===== src/rtl/core/rkpb_pkg.sv =====
// ----------------------------------------------------------------------------
// rkpb_pkg
// Shared types and constants for the rotary knob position and button block.
// ----------------------------------------------------------------------------
`default_nettype none

package rkpb_pkg;

  localparam int unsigned SettleW   = 24;
  localparam int unsigned LockoutW  = 24;
  localparam int unsigned RotationW = 16;
  localparam int unsigned AngleW    = 16;
  localparam int unsigned CfgIdxW   = 2;
  localparam int unsigned CfgDataW  = 24;

  localparam logic [SettleW-1:0]   SettleReset   = SettleW'(50000);
  localparam logic [LockoutW-1:0]  LockoutReset  = LockoutW'(1000);
  localparam logic [RotationW-1:0] RotationReset = RotationW'(360);

  typedef enum logic [CfgIdxW-1:0] {
    CFG_SETTLE   = 2'd0,
    CFG_LOCKOUT  = 2'd1,
    CFG_ROTATION = 2'd2
  } cfg_idx_e;

  typedef struct packed {
    logic button_level;
    logic enc_a;
    logic enc_b;
  } in_item_t;

  typedef struct packed {
    logic [AngleW-1:0] angle;
    logic              button_held;
    logic              press_event;
  } out_item_t;

  // one configuration write as seen by the datapath modules
  typedef struct packed {
    logic                en;
    logic [CfgIdxW-1:0]  idx;
    logic [CfgDataW-1:0] data;
  } cfg_wr_t;

  typedef struct packed {
    logic [SettleW-1:0]   settle;
    logic [LockoutW-1:0]  lockout;
    logic [RotationW-1:0] rotation;
  } cfg_regs_t;

endpackage

`default_nettype wire


===== src/rtl/core/rkpb_cfg.sv =====
// ----------------------------------------------------------------------------
// rkpb_cfg
// Configuration register file: settle time, edge lockout and full rotation.
// ----------------------------------------------------------------------------
`default_nettype none

module rkpb_cfg (
  input  wire                 clk_i,
  input  wire                 rst_ni,
  input  rkpb_pkg::cfg_wr_t   cfg_wr_i,
  output rkpb_pkg::cfg_regs_t regs_o
);
  import rkpb_pkg::*;

  cfg_regs_t regs_q;

  always_ff @(posedge clk_i or negedge rst_ni) begin
    if (!rst_ni) begin
      regs_q.settle   <= SettleReset;
      regs_q.lockout  <= LockoutReset;
      regs_q.rotation <= RotationReset;
    end else if (cfg_wr_i.en) begin
      unique case (cfg_idx_e'(cfg_wr_i.idx))
        CFG_SETTLE:   regs_q.settle   <= cfg_wr_i.data[SettleW-1:0];
        CFG_LOCKOUT:  regs_q.lockout  <= cfg_wr_i.data[LockoutW-1:0];
        CFG_ROTATION: regs_q.rotation <= cfg_wr_i.data[RotationW-1:0];
        default: ;
      endcase
    end
  end

  assign regs_o = regs_q;

endmodule

`default_nettype wire


===== src/rtl/core/rkpb_encoder.sv =====
// ----------------------------------------------------------------------------
// rkpb_encoder
// Quadrature line A edge detect with lockout counter and wrapping position.
// ----------------------------------------------------------------------------
`default_nettype none

module rkpb_encoder #(
  parameter int unsigned COUNT_WIDTH    = 24,
  parameter int unsigned POSITION_WIDTH = 16
) (
  input  wire                                clk_i,
  input  wire                                rst_ni,
  input  wire                                step_i,
  input  wire                                enc_a_i,
  input  wire                                enc_b_i,
  input  wire  [rkpb_pkg::LockoutW-1:0]      lockout_i,
  input  wire  [rkpb_pkg::RotationW-1:0]     rotation_i,
  input  rkpb_pkg::cfg_wr_t                  cfg_wr_i,
  output logic [POSITION_WIDTH-1:0]          position_o
);
  import rkpb_pkg::*;

  localparam int unsigned CmpW = (COUNT_WIDTH > LockoutW) ? COUNT_WIDTH : LockoutW;
  localparam int unsigned ModW = POSITION_WIDTH + 1;
  localparam int unsigned ExtW = RotationW + 1;
  localparam logic [ExtW-1:0] Span = ExtW'(1) << POSITION_WIDTH;

  logic                      prev_a_q;
  logic [COUNT_WIDTH-1:0]    cnt_q, cnt_d, elapsed;
  logic [POSITION_WIDTH-1:0] pos_q, pos_d, pos_step;
  logic [ModW-1:0]           mod_cur, mod_new, pos_inc;
  logic                      edge_ok;

  // effective modulus: full rotation clipped to the position span
  function automatic logic [ModW-1:0] clip_mod(input logic [RotationW-1:0] rot);
    logic [ExtW-1:0] ext;
    logic [ExtW-1:0] m;
    ext = ExtW'(rot);
    m   = (ext > Span) ? Span : ext;
    return m[ModW-1:0];
  endfunction

  assign mod_cur = clip_mod(rotation_i);
  assign mod_new = clip_mod(cfg_wr_i.data[RotationW-1:0]);
  assign elapsed = (cnt_q == '1) ? cnt_q : cnt_q + 1'b1;
  assign edge_ok = enc_a_i && !prev_a_q && (CmpW'(elapsed) >= CmpW'(lockout_i));
  assign pos_inc = ModW'(pos_q) + 1'b1;

  always_comb begin
    if (mod_cur < ModW'(2)) begin
      pos_step = '0;
    end else if (enc_b_i) begin
      pos_step = (pos_inc >= mod_cur) ? '0 : pos_inc[POSITION_WIDTH-1:0];
    end else if (pos_q == '0 || ModW'(pos_q) >= mod_cur) begin
      pos_step = POSITION_WIDTH'(mod_cur - 1'b1);
    end else begin
      pos_step = pos_q - 1'b1;
    end
  end

  always_comb begin
    pos_d = pos_q;
    cnt_d = cnt_q;
    if (step_i) begin
      cnt_d = edge_ok ? '0 : elapsed;
      if (edge_ok) begin
        pos_d = pos_step;
      end
    end else if (cfg_wr_i.en && cfg_idx_e'(cfg_wr_i.idx) == CFG_ROTATION &&
                 ModW'(pos_q) >= mod_new) begin
      // shrinking turn pulls the position back to zero
      pos_d = '0;
    end
  end

  always_ff @(posedge clk_i or negedge rst_ni) begin
    if (!rst_ni) begin
      prev_a_q <= 1'b1;
      cnt_q    <= '1;
      pos_q    <= '0;
    end else begin
      if (step_i) begin
        prev_a_q <= enc_a_i;
      end
      cnt_q <= cnt_d;
      pos_q <= pos_d;
    end
  end

  assign position_o = pos_q;

  a_pos_in_range: assert property (@(posedge clk_i) disable iff (!rst_ni)
    (mod_cur >= ModW'(2)) ? (ModW'(pos_q) < mod_cur) : (pos_q == '0))
    else $error("position outside the turn");

  a_edge_clears_count: assert property (@(posedge clk_i) disable iff (!rst_ni)
    (step_i && edge_ok) |=> (cnt_q == '0))
    else $error("accepted edge did not restart the lockout count");

  a_idle_holds_pos: assert property (@(posedge clk_i) disable iff (!rst_ni)
    (!step_i && !cfg_wr_i.en) |=> $stable(pos_q))
    else $error("position moved without a transaction");

endmodule

`default_nettype wire


===== src/rtl/core/rkpb_debounce.sv =====
// ----------------------------------------------------------------------------
// rkpb_debounce
// Push button settle counter, debounced pressed state and press pulse.
// ----------------------------------------------------------------------------
`default_nettype none

module rkpb_debounce #(
  parameter int unsigned COUNT_WIDTH = 24
) (
  input  wire                           clk_i,
  input  wire                           rst_ni,
  input  wire                           step_i,
  input  wire                           button_level_i,
  input  wire  [rkpb_pkg::SettleW-1:0]  settle_i,
  output logic                          held_o,
  output logic                          press_o
);
  import rkpb_pkg::*;

  localparam int unsigned CmpW = (COUNT_WIDTH > SettleW) ? COUNT_WIDTH : SettleW;

  logic                   last_q;
  logic                   held_q, held_d;
  logic [COUNT_WIDTH-1:0] cnt_q, cnt_d;
  logic                   press;

  always_comb begin
    cnt_d  = (button_level_i != last_q) ? '0 :
             ((cnt_q == '1) ? cnt_q : cnt_q + 1'b1);
    held_d = held_q;
    press  = 1'b0;
    if (CmpW'(cnt_d) > CmpW'(settle_i)) begin
      if (!held_q && !button_level_i) begin
        held_d = 1'b1;
        press  = 1'b1;
      end else if (held_q && button_level_i) begin
        held_d = 1'b0;
      end
    end
  end

  always_ff @(posedge clk_i or negedge rst_ni) begin
    if (!rst_ni) begin
      last_q <= 1'b1;
      cnt_q  <= '0;
      held_q <= 1'b0;
    end else if (step_i) begin
      last_q <= button_level_i;
      cnt_q  <= cnt_d;
      held_q <= held_d;
    end
  end

  // results of the current transaction, taken into the output register
  assign held_o  = held_d;
  assign press_o = press;

  a_press_rises_held: assert property (@(posedge clk_i) disable iff (!rst_ni)
    (step_i && press) |=> (held_q && !$past(held_q)))
    else $error("press pulse without a new debounced press");

endmodule

`default_nettype wire


===== src/rtl/core/rotary_knob_position_and_button_top.sv =====
// ----------------------------------------------------------------------------
// rotary_knob_position_and_button_top
// Rotary encoder position with edge lockout and debounced push button.
// ----------------------------------------------------------------------------
// Results are registered and appear in the cycle after their input transaction.
// Throughput: one transaction per cycle; the output register frees itself
//   in the same cycle its result is taken, so the input stalls only while a
//   result sits unread.
// Reset: asynchronous, clears all state and loads the register defaults.
`default_nettype none

module rotary_knob_position_and_button_top #(
  parameter int unsigned COUNT_WIDTH    = 24,
  parameter int unsigned POSITION_WIDTH = 16
) (
  input  wire                              clk_i,
  input  wire                              rst_ni,
  input  wire                              in_valid_i,
  output logic                             in_stall_o,
  input  rkpb_pkg::in_item_t               in_data_i,
  output logic                             out_valid_o,
  input  wire                              out_stall_i,
  output rkpb_pkg::out_item_t              out_data_o,
  input  wire                              cfg_valid_i,
  output logic                             cfg_ready_o,
  input  wire  [rkpb_pkg::CfgIdxW-1:0]     cfg_idx_i,
  input  wire  [rkpb_pkg::CfgDataW-1:0]    cfg_data_i
);
  import rkpb_pkg::*;

  cfg_wr_t                   cfg_wr;
  cfg_regs_t                 regs;
  logic                      step;
  logic [POSITION_WIDTH-1:0] position;
  logic                      held, press;
  logic                      out_valid_q;
  logic                      out_held_q;
  logic                      out_press_q;

  assign cfg_ready_o = 1'b1;
  assign cfg_wr.en   = cfg_valid_i;
  assign cfg_wr.idx  = cfg_idx_i;
  assign cfg_wr.data = cfg_data_i;

  assign in_stall_o = out_valid_q && out_stall_i;
  assign step       = in_valid_i && !in_stall_o;

  rkpb_cfg u_cfg (
    .clk_i    (clk_i),
    .rst_ni   (rst_ni),
    .cfg_wr_i (cfg_wr),
    .regs_o   (regs)
  );

  rkpb_encoder #(
    .COUNT_WIDTH    (COUNT_WIDTH),
    .POSITION_WIDTH (POSITION_WIDTH)
  ) u_encoder (
    .clk_i      (clk_i),
    .rst_ni     (rst_ni),
    .step_i     (step),
    .enc_a_i    (in_data_i.enc_a),
    .enc_b_i    (in_data_i.enc_b),
    .lockout_i  (regs.lockout),
    .rotation_i (regs.rotation),
    .cfg_wr_i   (cfg_wr),
    .position_o (position)
  );

  rkpb_debounce #(
    .COUNT_WIDTH (COUNT_WIDTH)
  ) u_debounce (
    .clk_i          (clk_i),
    .rst_ni         (rst_ni),
    .step_i         (step),
    .button_level_i (in_data_i.button_level),
    .settle_i       (regs.settle),
    .held_o         (held),
    .press_o        (press)
  );

  always_ff @(posedge clk_i or negedge rst_ni) begin
    if (!rst_ni) begin
      out_valid_q <= 1'b0;
    end else if (step) begin
      out_valid_q <= 1'b1;
    end else if (!out_stall_i) begin
      out_valid_q <= 1'b0;
    end
  end

  always_ff @(posedge clk_i or negedge rst_ni) begin
    if (!rst_ni) begin
      out_held_q  <= 1'b0;
      out_press_q <= 1'b0;
    end else if (step) begin
      out_held_q  <= held;
      out_press_q <= press;
    end
  end

  // angle is the live position, which already holds this transaction's update
  always_comb begin
    out_data_o.angle       = AngleW'(position);
    out_data_o.button_held = out_held_q;
    out_data_o.press_event = out_press_q;
  end

  assign out_valid_o = out_valid_q;

  a_result_follows_item: assert property (@(posedge clk_i) disable iff (!rst_ni)
    step |=> out_valid_q)
    else $error("transaction produced no result");

  a_no_spurious_result: assert property (@(posedge clk_i) disable iff (!rst_ni)
    (!step && (!out_valid_q || !out_stall_i)) |=> !out_valid_q)
    else $error("result without a transaction");

  a_press_implies_held: assert property (@(posedge clk_i) disable iff (!rst_ni)
    (out_valid_q && out_press_q) |-> out_held_q)
    else $error("press event reported while button not held");

endmodule

`default_nettype wire


===== config.mk =====
export PLATFORM = sky130hd
export DESIGN_NAME = rotary_knob_position_and_button_top
export DESIGN_NICKNAME = d
export VERILOG_FILES = /design/src/rtl/core/rkpb_pkg.sv /design/src/rtl/core/rkpb_cfg.sv /design/src/rtl/core/rkpb_encoder.sv /design/src/rtl/core/rkpb_debounce.sv /design/src/rtl/core/rotary_knob_position_and_button_top.sv
export SDC_FILE = /design/constraint.sdc
export NUM_CORES = 1
export LEC_CHECK = 0
export BUFFER_PORTS_ARGS = -buffer_cell sky130_fd_sc_hd__buf_2
export CAP_MARGIN = 20
export CORE_ASPECT_RATIO = 1.25
export CORE_MARGIN = 5
export CORE_UTILIZATION = 50
export DETAILED_ROUTE_END_ITERATION = 6
export PLACE_DENSITY = 0.78
export SYNTH_ARGS = -nofsm -noshare
export SYNTH_HDL_FRONTEND = slang
export SYNTH_HIERARCHICAL = 1
export SYNTH_SLANG_ARGS = --single-unit

===== constraint.sdc =====
create_clock -name clk_i -period 6.9 [get_ports clk_i]
set_input_delay 0.69 -clock clk_i [delete_from_list [all_inputs] [get_ports clk_i]]
set_output_delay 0.69 -clock clk_i [all_outputs]
set_load 0.02 [all_outputs]

==> results of run 1 <==
## Yosys cell counts, drive strengths merged (20+ instances only)
cell / n / area (µm²)
a21oi: 53 / 265.3
buf: 22 / 146.4
clkbuf: 20 / 86.32
dfrtp: 92 / 2302
dfstp: 42 / 1104
ha: 101 / 1264
inv: 94 / 352.8
mux2: 68 / 773.2
nand2: 76 / 285.3
nand3: 37 / 185.2
nand4: 31 / 200.2
nor2: 64 / 242.7
nor3: 30 / 165.2
o21ai: 57 / 285.3
xnor2: 56 / 490.5
xor2: 24 / 210.2
## power by group through the flow
stage / clock, mW / combinational, mW / sequential (mW)
finish: 0.977 / 1.48 / 1.22
global route: 1.02 / 1.62 / 1.25
global placement: 0 / 1.37 / 1.22
detailed placement: 0 / 1.43 / 1.23
floorplan: 0 / 1.12 / 1.16
CTS: 0.988 / 1.44 / 1.22
## layer usage
| metal | vias to the layer above | wire (µm) |
|---|---|---|
| li1 | 4091 | - |
| met1 | 4218 | 11250 |
| met2 | 334 | 13290 |
| met3 | 52 | 1456 |
| met4 | 2 | 566 |
| met5 | - | 11 |
## cell families after synthesis
family	share of synthesized area
buffers and inverters	0.05744
muxes	0.08513
xor gates and xnor gates	0.06830
other	0.0003655
adders and majority gates	0.1232
AOI/OAI and AO/OA	0.1519
and+or+nand+nor	0.1817
DFF	0.3320
## critical path: stages (launching register included)
cell	delay, ns
dfstp_2	0.60
and4_1	0.32
nand4_1	0.22
nor4_1	0.77
nand4_1	0.25
xnor2_1	0.20
ha_1	0.33
nand4_1	0.11
nor4_1	0.54
nand2_1	0.14
o221ai_1	0.64
a22oi_2	0.45
a31o_2	0.33
a221o_1	0.33
## cell type report
cell class | count | area (µm²) | area share
clock buffer | 20 | 456.7 | 0.04016
multi-input combinational | 830 | 6271 | 0.5515
inverter | 95 | 356.6 | 0.03136
clock inverter | 12 | 176.4 | 0.01551
sequential | 134 | 3406 | 0.2995
tap | 270 | 337.8 | 0.02971
timing repair buffer | 63 | 366.6 | 0.03224
## sequential cells by signal, indices dropped and copies added (netlist names)
name and cells:
u_encoder/position_o 16, out_held_q 1, u_debounce/held_q 1, u_debounce/last_q 1, u_encoder/prev_a_q 1, out_press_q 1, u_cfg/regs_o 64, out_valid_o 1
u_debounce/cnt_q 24, u_encoder/cnt_q 24
## worst max-delay path by stage
stage                                               end                       startpoint  cells after the start  slack (ns)
global route             u_encoder/cnt_q[6]$_DFFE_PN1P_  u_encoder/cnt_q[18]$_DFFE_PN1P_                     15        1.14
global placement    u_encoder/position_o[4]$_DFFE_PN0P_  u_encoder/cnt_q[10]$_DFFE_PN1P_                     13        1.80
detailed placement      u_encoder/cnt_q[16]$_DFFE_PN1P_  u_encoder/cnt_q[18]$_DFFE_PN1P_                     15        1.69
finish              u_encoder/position_o[4]$_DFFE_PN0P_  u_encoder/cnt_q[10]$_DFFE_PN1P_                     13        1.53
CTS                 u_encoder/position_o[4]$_DFFE_PN0P_  u_encoder/cnt_q[10]$_DFFE_PN1P_                     13        1.58
floorplan           u_encoder/position_o[9]$_DFFE_PN0P_  u_encoder/cnt_q[10]$_DFFE_PN1P_                     16        2.72
==> results.ini, run 1 <==
[synth]
ys_warn_count=6
ys_types=87
synth_seq_cells=134
synth_cells=1101
ys.flop_type=dfrtp_1
synth_edf_count=0
syn_area_um2=10260
synthArstFlopShare=1.000
synthesis.nets=1236
ys_seq_area_frac=0.3320
syn_avg_cell_area_um2=9.318

[place]
dp_hpwl_mm=19.12
place_area_um2=10700
numPortBuffers=53
dp_cells=1390
gp_congestion=0.8707
pre_cts_slack_ns=1.688

[detailed_routing]
antenna_left=0
drc=0
viasPerCell=6.107
dr.first_iter.drc_count=978
wire_per_inst_um=18.66
drtPass1Iterations=6
vias=8697
drt_wl_total_mm=26.57

[critical_path]
r2r_setup_slack_ns=1.53
cp.required_ns=7.21
endpoint_kind=flop
reg2reg_to=u_encoder/position_o[4]$_DFFE_PN0P_
critPathArrivalTime_ns=5.68
critPathMaxFanout=16
worstSetupPathType=reg2reg
r2r_start=u_encoder/cnt_q[10]$_DFFE_PN1P_
reg2reg_depth=13
start_kind=flop

[global_routing]
grt-ovfl-total=0
grt_pass1_wl_mm=43.06
grtUsageMet2=0.3855
grt_pass1_vias=8531
gr-usage-met1=0.2806
busiest_layer=met2
antenna_found_initial=1
met3_usage=0.03822
grt_max_degree=83
grt_usage=0.2236

[power_and_ir_drop]
p_int_mw=2.234
clock_power_share=0.266
switching_share=0.3925
p_seq_frac=0.333
power.total_mw=3.677
p_per_area_nw_per_um2=323.4
ir_drop_uv=198.5
combPwrFrac=0.401
switching_power_mw=1.443
p_leak_nw=5.134

[clock_network]
clockBufferDepth=2
post_cts_buffers=0
cts.repair.resized=0
htree_levels=4
clock-root-buffer=clkbuf_16
tritoncts=yes
numCtsBuffers=17
clkTransAtPathRegs_ns=0.06
clkLatencyLatePin_ns=0.43
hold_buffers=0
cts_sinks=134

[sta]
tns_ns=0
finalSetupViolations=0
finalHoldWorstSlack_ns=0.2212
final.min_clock_period_ns=5.367
finalMaxSlewViolations=0
hold_violations=0
period_share=0.7779
slew_headroom=0.3204
rsz0062_at_grt=no
fmax_mhz=186.3
tightest_slew_ns=1.016
worst_slack_ns=1.533
fin_skew_ns=0.006906

[layout]
stdcell_count=1424
layout_common_cells=101 x ha_1, 94 x inv_1, 92 x dfrtp_1, 76 x nand2_1, 65 x mux2_2
n_antenna_cell=0
final_common_cell=ha_1
nets=1276
fillCellCount=1769
final_area_um2=11370
area_delta_synth_final_pct=10.84
fin_util=0.5636
drive_gt1_frac=0.2019

[floorplan]
die_h_um=170.1
start_util=0.5085
dieWidth_um=138.1
num_rows=58
dieArea_um2=23500
design.core.area_um2=20170
io_pins=55

[run_status]
status=finished, final reports clean

[job]
max_cap_viol_count=0

[hold_path]
hp-class=in2async

No activity file was read; power rests on OpenSTA's default activity.
==> run 2, diff against run 1 <==
--- a/config.mk
+++ b/config.mk
@@ -11,7 +11,7 @@
 export CORE_MARGIN = 5
 export CORE_UTILIZATION = 50
 export DETAILED_ROUTE_END_ITERATION = 6
-export PLACE_DENSITY = 0.78
+export PLACE_DENSITY = 0.81
 export SYNTH_ARGS = -nofsm -noshare
 export SYNTH_HDL_FRONTEND = slang
 export SYNTH_HIERARCHICAL = 1
==> constraint.sdc (replaced) <==
create_clock -name clk_i -period 4.6 [get_ports clk_i]
set_input_delay 0.46 -clock clk_i [delete_from_list [all_inputs] [get_ports clk_i]]
set_output_delay 0.46 -clock clk_i [all_outputs]
set_load 0.02 [all_outputs]
==> results.ini, run 2 (synthesized netlist as in run 1, its figures left out) <==
[global_routing]
grt_pass1_vias=8709  ; was 8531
antenna_found_initial=1  ; unchanged
grt-ovfl-total=0  ; unchanged
grt_max_degree=105  ; was 83
grt_pass1_wl_mm=44.03  ; was 43.06 mm
grt_usage=0.2289  ; was 0.2236

[layout]
nets=1293  ; was 1276
largest_reg_flops=64  ; unchanged
fin_util=0.5719  ; was 0.5636
final_common_cell=ha_1  ; unchanged
layout_common_cells=101 x ha_1, 94 x inv_1, 92 x dfrtp_1, 76 x nand2_1, 65 x mux2_2  ; unchanged
stdcell_count=1441  ; was 1424
final_area_um2=11540  ; was 11370 µm²
n_antenna_cell=0  ; unchanged
area_delta_synth_final_pct=12.48  ; was 10.84%
drive_gt1_frac=0.2152  ; was 0.2019

[power_and_ir_drop]
p_leak_nw=5.258  ; was 5.134 nW
p_per_area_nw_per_um2=494.9  ; was 323.4 nW/µm²
ir_drop_uv=287.6  ; was 198.5 µV

[place]
gp_congestion=0.9125  ; was 0.8707
dp_cells=1407  ; was 1390
place_area_um2=10830  ; was 10700 µm²
numPortBuffers=53  ; unchanged
dp_hpwl_mm=19.69  ; was 19.12 mm
pre_cts_slack_ns=0.1884  ; was 1.688 ns

[sta]
fmax_mhz=227.7  ; was 186.3 MHz
final.min_clock_period_ns=4.393  ; was 5.367 ns
hold_violations=0  ; unchanged
tightest_slew_ns=1.111  ; was 1.016 ns
finalMaxSlewViolations=0  ; unchanged
worst_slack_ns=0.2075  ; was 1.533 ns
period_share=0.9549  ; was 0.7779
slew_headroom=0.2530  ; was 0.3204
rsz0062_at_grt=yes  ; was no
finalSetupViolations=0  ; unchanged
fin_skew_ns=0.01088  ; was 0.006906 ns

[detailed_routing]
wire_per_inst_um=19.08  ; was 18.66 µm
drc=2  ; was 0
dr.first_iter.drc_count=981  ; was 978
antenna_left=0  ; unchanged
viasPerCell=6.074  ; was 6.107
drt_wl_total_mm=27.50  ; was 26.57 mm
vias=8752  ; was 8697
drtPass1Iterations=7  ; was 6

[critical_path]
crit_end=u_encoder/position_o[14]$_DFFE_PN0P_  ; was u_encoder/position_o[4]$_DFFE_PN0P_
setup.worst_path.start=u_encoder/position_o[0]$_DFFE_PN0P_  ; was u_encoder/cnt_q[10]$_DFFE_PN1P_
critPathArrivalTime_ns=4.71  ; was 5.68 ns
reg2reg_to=u_encoder/position_o[14]$_DFFE_PN0P_  ; was u_encoder/position_o[4]$_DFFE_PN0P_
endpoint_kind=flop  ; unchanged
max_stage_delay_ns=0.59  ; was 0.77 ns
reg2reg_depth=15  ; was 13
crit_family=simple AND/OR/NAND/NOR gates  ; unchanged
crit_path_top_delay_cell=dfrtp_1  ; was nor4_1
worstSetupPathType=reg2reg  ; unchanged
crit_buf_inv=1  ; was 0
r2r_setup_slack_ns=0.21  ; was 1.53 ns
start_kind=flop  ; unchanged
crit_chain=inv_1 -> ha_1 -> nor2b_1 -> o21ai_0 -> o2bb2ai_1 -> o31a_1 -> nor2_2 -> mux2i_1 -> ha_1 -> nand4_1 -> nor4_1 -> xnor2_1 -> o21ai_0 -> a22o_1 -> a22o_1  ; was and4_1 -> nand4_1 -> nor4_1 -> nand4_1 -> xnor2_1 -> ha_1 -> nand4_1 -> nor4_1 -> nand2_1 -> o221ai_1 -> a22oi_2 -> a31o_2 -> a221o_1
cp.depth=15  ; was 13
r2r_start=u_encoder/position_o[0]$_DFFE_PN0P_  ; was u_encoder/cnt_q[10]$_DFFE_PN1P_
critPathMaxFanout=10  ; was 16
cp.required_ns=4.92  ; was 7.21 ns

[clock_network]
tritoncts=yes  ; unchanged
clockBufferDepth=2  ; unchanged
cts_sinks=134  ; unchanged
clock-root-buffer=clkbuf_16  ; unchanged
htree_levels=4  ; unchanged
clkLatencyLatePin_ns=0.43  ; about the same
numCtsBuffers=17  ; unchanged
clkTransAtPathRegs_ns=0.06  ; about the same

[floorplan]
dieArea_um2=23500  ; unchanged
num_rows=58  ; unchanged
dieWidth_um=138.1  ; unchanged
start_util=0.5085  ; unchanged
io_pins=55  ; unchanged
design.core.area_um2=20170  ; unchanged
die_h_um=170.1  ; unchanged

[hold_path]
hp-class=in2async  ; unchanged

[run_status]
status=finished with violations  ; was finished, final reports clean
violations=design-rule violations

[job]
max_cap_viol_count=0  ; unchanged

-- run 2: metrics by stage --
stage	power (mW)	hold WS [ns]	setup TNS [ns]
after global placement	3.985	0.4731	0
after CTS	5.664	0.2032	0
after global routing	6.029	0.2437	-0.07895
after floorplan	3.410	0.1644	0
after detailed placement	4.055	0.4871	0
final	5.710	0.1470	0
-- run 2: worst min path at each step --
stage	from	endpoint	slack (ns)
final	rst_ni	u_encoder/position_o[6]$_DFFE_PN0P_	0.15
after global routing	in_valid_i	out_valid_o$_DFFE_PN0P_	0.24
after CTS	rst_ni	u_encoder/position_o[6]$_DFFE_PN0P_	0.20
after detailed placement	u_cfg/regs_o[63]$_DFFE_PN0P_	u_cfg/regs_o[63]$_DFFE_PN0P_	0.49
after global placement	u_cfg/regs_o[63]$_DFFE_PN0P_	u_cfg/regs_o[63]$_DFFE_PN0P_	0.47
after floorplan	rst_ni	out_held_q$_DFFE_PN0P_	0.16
-- run 2: power breakdown --
part	total, mW	switching, mW	internal, mW
logic	2.30	1.30	1.00
registers	1.82	0.370	1.45
clock network	1.59	0.561	1.02
total	5.71	2.23	3.48
-- run 2: final cells by class --
class / count / area [µm²]
Timing Repair Buffer: 80 / 481.7
Multi-Input combinational cell: 830 / 6284
Clock buffer: 18 / 429.2
Clock inverter: 14 / 244.0
Tap cell: 270 / 337.8
Fill cell: 1720 / 8636
Sequential cell: 134 / 3406
Inverter: 95 / 356.6
-- run 2: metal layers --
metal	routed length, µm	track usage	share of wire	up-vias
met5	7	0	0.00025	-
met4	701	0.09669	0.025	2
met3	1604	0.03598	0.058	65
met2	13620	0.3961	0.50	358
met1	11570	0.2857	0.42	4222
li1	-	-	-	4105
-- run 2: timing repair --
item	CTS	global route
hold buffers	0	0
endpoints found under the setup margin	0	39
buffers inserted	0	1
resized for setup	0	2
==> run 3, diff against run 2 <==
==> constraint.sdc (replaced) <==
create_clock -name clk_i -period 4.6 [get_ports clk_i]
set_input_delay 0.23 -clock clk_i [delete_from_list [all_inputs] [get_ports clk_i]]
set_output_delay 0.23 -clock clk_i [all_outputs]
set_load 0.02 [all_outputs]
==> results.ini, run 3 (synthesized netlist as in run 1, its figures left out) <==
[detailed_routing]
wl_met3_mm=1.775  ; was 1.604 mm
wirelength_met1_mm=11.22  ; was 11.57 mm
vias=8908  ; was 8752
top_layer_used=met5  ; unchanged
dr.first_iter.drc_count=896  ; was 981
drc=0  ; was 2
antenna_left=0  ; unchanged
viasPerCell=6.165  ; was 6.074
wl_met2_mm=13.67  ; was 13.62 mm
wire_per_inst_um=19.17  ; was 19.08 µm
drt_wl_total_mm=27.71  ; was 27.50 mm
drtPass1Iterations=5  ; was 7

[run_status]
status=finished, final reports clean  ; was finished with violations

[place]
pre_cts_slack_ns=0.2306  ; was 0.1884 ns
place_area_um2=10830  ; unchanged
dp_hpwl_mm=19.89  ; was 19.69 mm
numPortBuffers=53  ; unchanged
gp_congestion=0.9008  ; was 0.9125
dp_cells=1407  ; unchanged

[critical_path]
reg2reg_depth=16  ; was 15
crit_path_top_delay_cell=dfstp_2  ; was dfrtp_1
crit_end=u_encoder/position_o[4]$_DFFE_PN0P_  ; was u_encoder/position_o[14]$_DFFE_PN0P_
setup.worst_path.start=u_encoder/cnt_q[18]$_DFFE_PN1P_  ; was u_encoder/position_o[0]$_DFFE_PN0P_
endpoint_kind=flop  ; unchanged
start_kind=flop  ; unchanged
r2r_setup_slack_ns=0.08  ; was 0.21 ns
crit_family=simple AND/OR/NAND/NOR gates  ; unchanged
crit_chain=and3_1 -> nand4_1 -> nor3_4 -> nor3_1 -> and3_1 -> xor2_1 -> ha_1 -> nand4_1 -> nor3_1 -> a2111oi_0 -> buf_4 -> o221a_2 -> nor3b_1 -> buf_4 -> a31o_2 -> a221o_1  ; was inv_1 -> ha_1 -> nor2b_1 -> o21ai_0 -> o2bb2ai_1 -> o31a_1 -> nor2_2 -> mux2i_1 -> ha_1 -> nand4_1 -> nor4_1 -> xnor2_1 -> o21ai_0 -> a22o_1 -> a22o_1
worstSetupPathType=reg2reg  ; unchanged
crit_buf_inv=2  ; was 1
reg2reg_to=u_encoder/position_o[4]$_DFFE_PN0P_  ; was u_encoder/position_o[14]$_DFFE_PN0P_
critPathArrivalTime_ns=4.83  ; was 4.71 ns
critPathMaxFanout=13  ; was 10
r2r_start=u_encoder/cnt_q[18]$_DFFE_PN1P_  ; was u_encoder/position_o[0]$_DFFE_PN0P_
max_stage_delay_ns=0.60  ; was 0.59 ns
cp.required_ns=4.91  ; was 4.92 ns
cp.depth=16  ; was 15

[power_and_ir_drop]
p_per_area_nw_per_um2=476.5  ; was 494.9 nW/µm²
ir_drop_uv=293.4  ; was 287.6 µV
p_leak_nw=5.226  ; was 5.258 nW
power.total_mw=5.473  ; was 5.710 mW

[clock_network]
htree_levels=4  ; unchanged
clockBufferDepth=2  ; unchanged
tritoncts=yes  ; unchanged
clkTransAtPathRegs_ns=0.07  ; was 0.06 ns
cts_sinks=134  ; unchanged
clkLatencyLatePin_ns=0.44  ; was 0.43 ns
numCtsBuffers=17  ; unchanged
clock-root-buffer=clkbuf_16  ; unchanged

[global_routing]
grt_pass1_wl_mm=44.58  ; was 44.03 mm
grt_pass1_vias=8949  ; was 8709
antenna_found_initial=1  ; unchanged
grt-ovfl-total=0  ; unchanged
grt_max_degree=98  ; was 105
grt_usage=0.2325  ; was 0.2289

[sta]
tns_ns=0  ; unchanged
fin_skew_ns=0.01046  ; was 0.01088 ns
slew_headroom=0.3413  ; was 0.2530
worst_slack_ns=0.08276  ; was 0.2075 ns
period_share=0.9820  ; was 0.9549
finalSetupViolations=0  ; unchanged
finalMaxSlewViolations=0  ; unchanged
tightest_slew_ns=0.9873  ; was 1.111 ns
hold_violations=0  ; unchanged
rsz0062_at_grt=yes  ; unchanged
fmax_mhz=221.4  ; was 227.7 MHz
final.min_clock_period_ns=4.517  ; was 4.393 ns
finalHoldWorstSlack_ns=0.03742  ; was 0.1470 ns

[layout]
fin_util=0.5693  ; was 0.5719
drive_gt1_frac=0.2187  ; was 0.2152
area_delta_synth_final_pct=11.96  ; was 12.48%
layout_common_cells=100 x ha_1, 94 x inv_1, 92 x dfrtp_1, 76 x nand2_1, 65 x mux2_2  ; was 101 x ha_1, 94 x inv_1, 92 x dfrtp_1, 76 x nand2_1, 65 x mux2_2
final_common_cell=ha_1  ; unchanged
stdcell_count=1445  ; was 1441
n_antenna_cell=0  ; unchanged
nets=1297  ; was 1293
largest_reg_flops=64  ; unchanged
final_area_um2=11490  ; was 11540 µm²

[hold_path]
hold_path_depth=2
hp-class=in2reg  ; was in2async

[job]
max_cap_viol_count=0  ; unchanged

[floorplan]
num_rows=58  ; unchanged
io_pins=55  ; unchanged
dieWidth_um=138.1  ; unchanged
die_h_um=170.1  ; unchanged
design.core.area_um2=20170  ; unchanged
dieArea_um2=23500  ; unchanged
start_util=0.5085  ; unchanged

run 3: how the worst min path moves through the flow:
stage,to,slack (ns),startpoint
4_1_cts,u_cfg/regs_o[34]$_DFFE_PN0P_,0.04,cfg_data_i[18]
2_1_floorplan,out_held_q$_DFFE_PN0P_,-0.07,rst_ni
3_3_place_gp,u_encoder/position_o[5]$_DFFE_PN0P_,0.40,rst_ni
3_5_place_dp,u_encoder/position_o[6]$_DFFE_PN0P_,0.40,rst_ni
5_1_grt,u_cfg/regs_o[34]$_DFFE_PN0P_,0.04,cfg_data_i[18]
6_report,u_cfg/regs_o[34]$_DFFE_PN0P_,0.04,cfg_data_i[18]
run 3: timing repair:
| item | in CTS | in global routing |
|---|---|---|
| endpoints found under the hold margin | 71 | 0 |
| resized for setup | 0 | 5 |
| hold buffers | 2 | 0 |
| endpoints found under the setup margin | 0 | 39 |
| setup buffers | 0 | 2 |
run 3: metal layers:
metal  vias to the layer above  GRT usage
met5                         -          0
met4                         2     0.1104
met3                        96    0.04806
met2                       436     0.3936
met1                      4255     0.2853
li1                       4119          -
run 3: area by class of cell:
type                    instances  area (µm²)
clock inverters                15       145.1
multi-input cells             830        6301
fillers                      1748        8688
inverters                      95       356.6
clock buffers                  17       425.4
flip-flops and latches        134        3406
repair buffers                 84       514.2
well taps                     270       337.8
run 3: where the power goes:
| group | internal (mW) | switching (mW) |
|---|---|---|
| clock network | 0.755 | 0.584 |
| registers | 1.45 | 0.362 |
| logic | 1.01 | 1.31 |
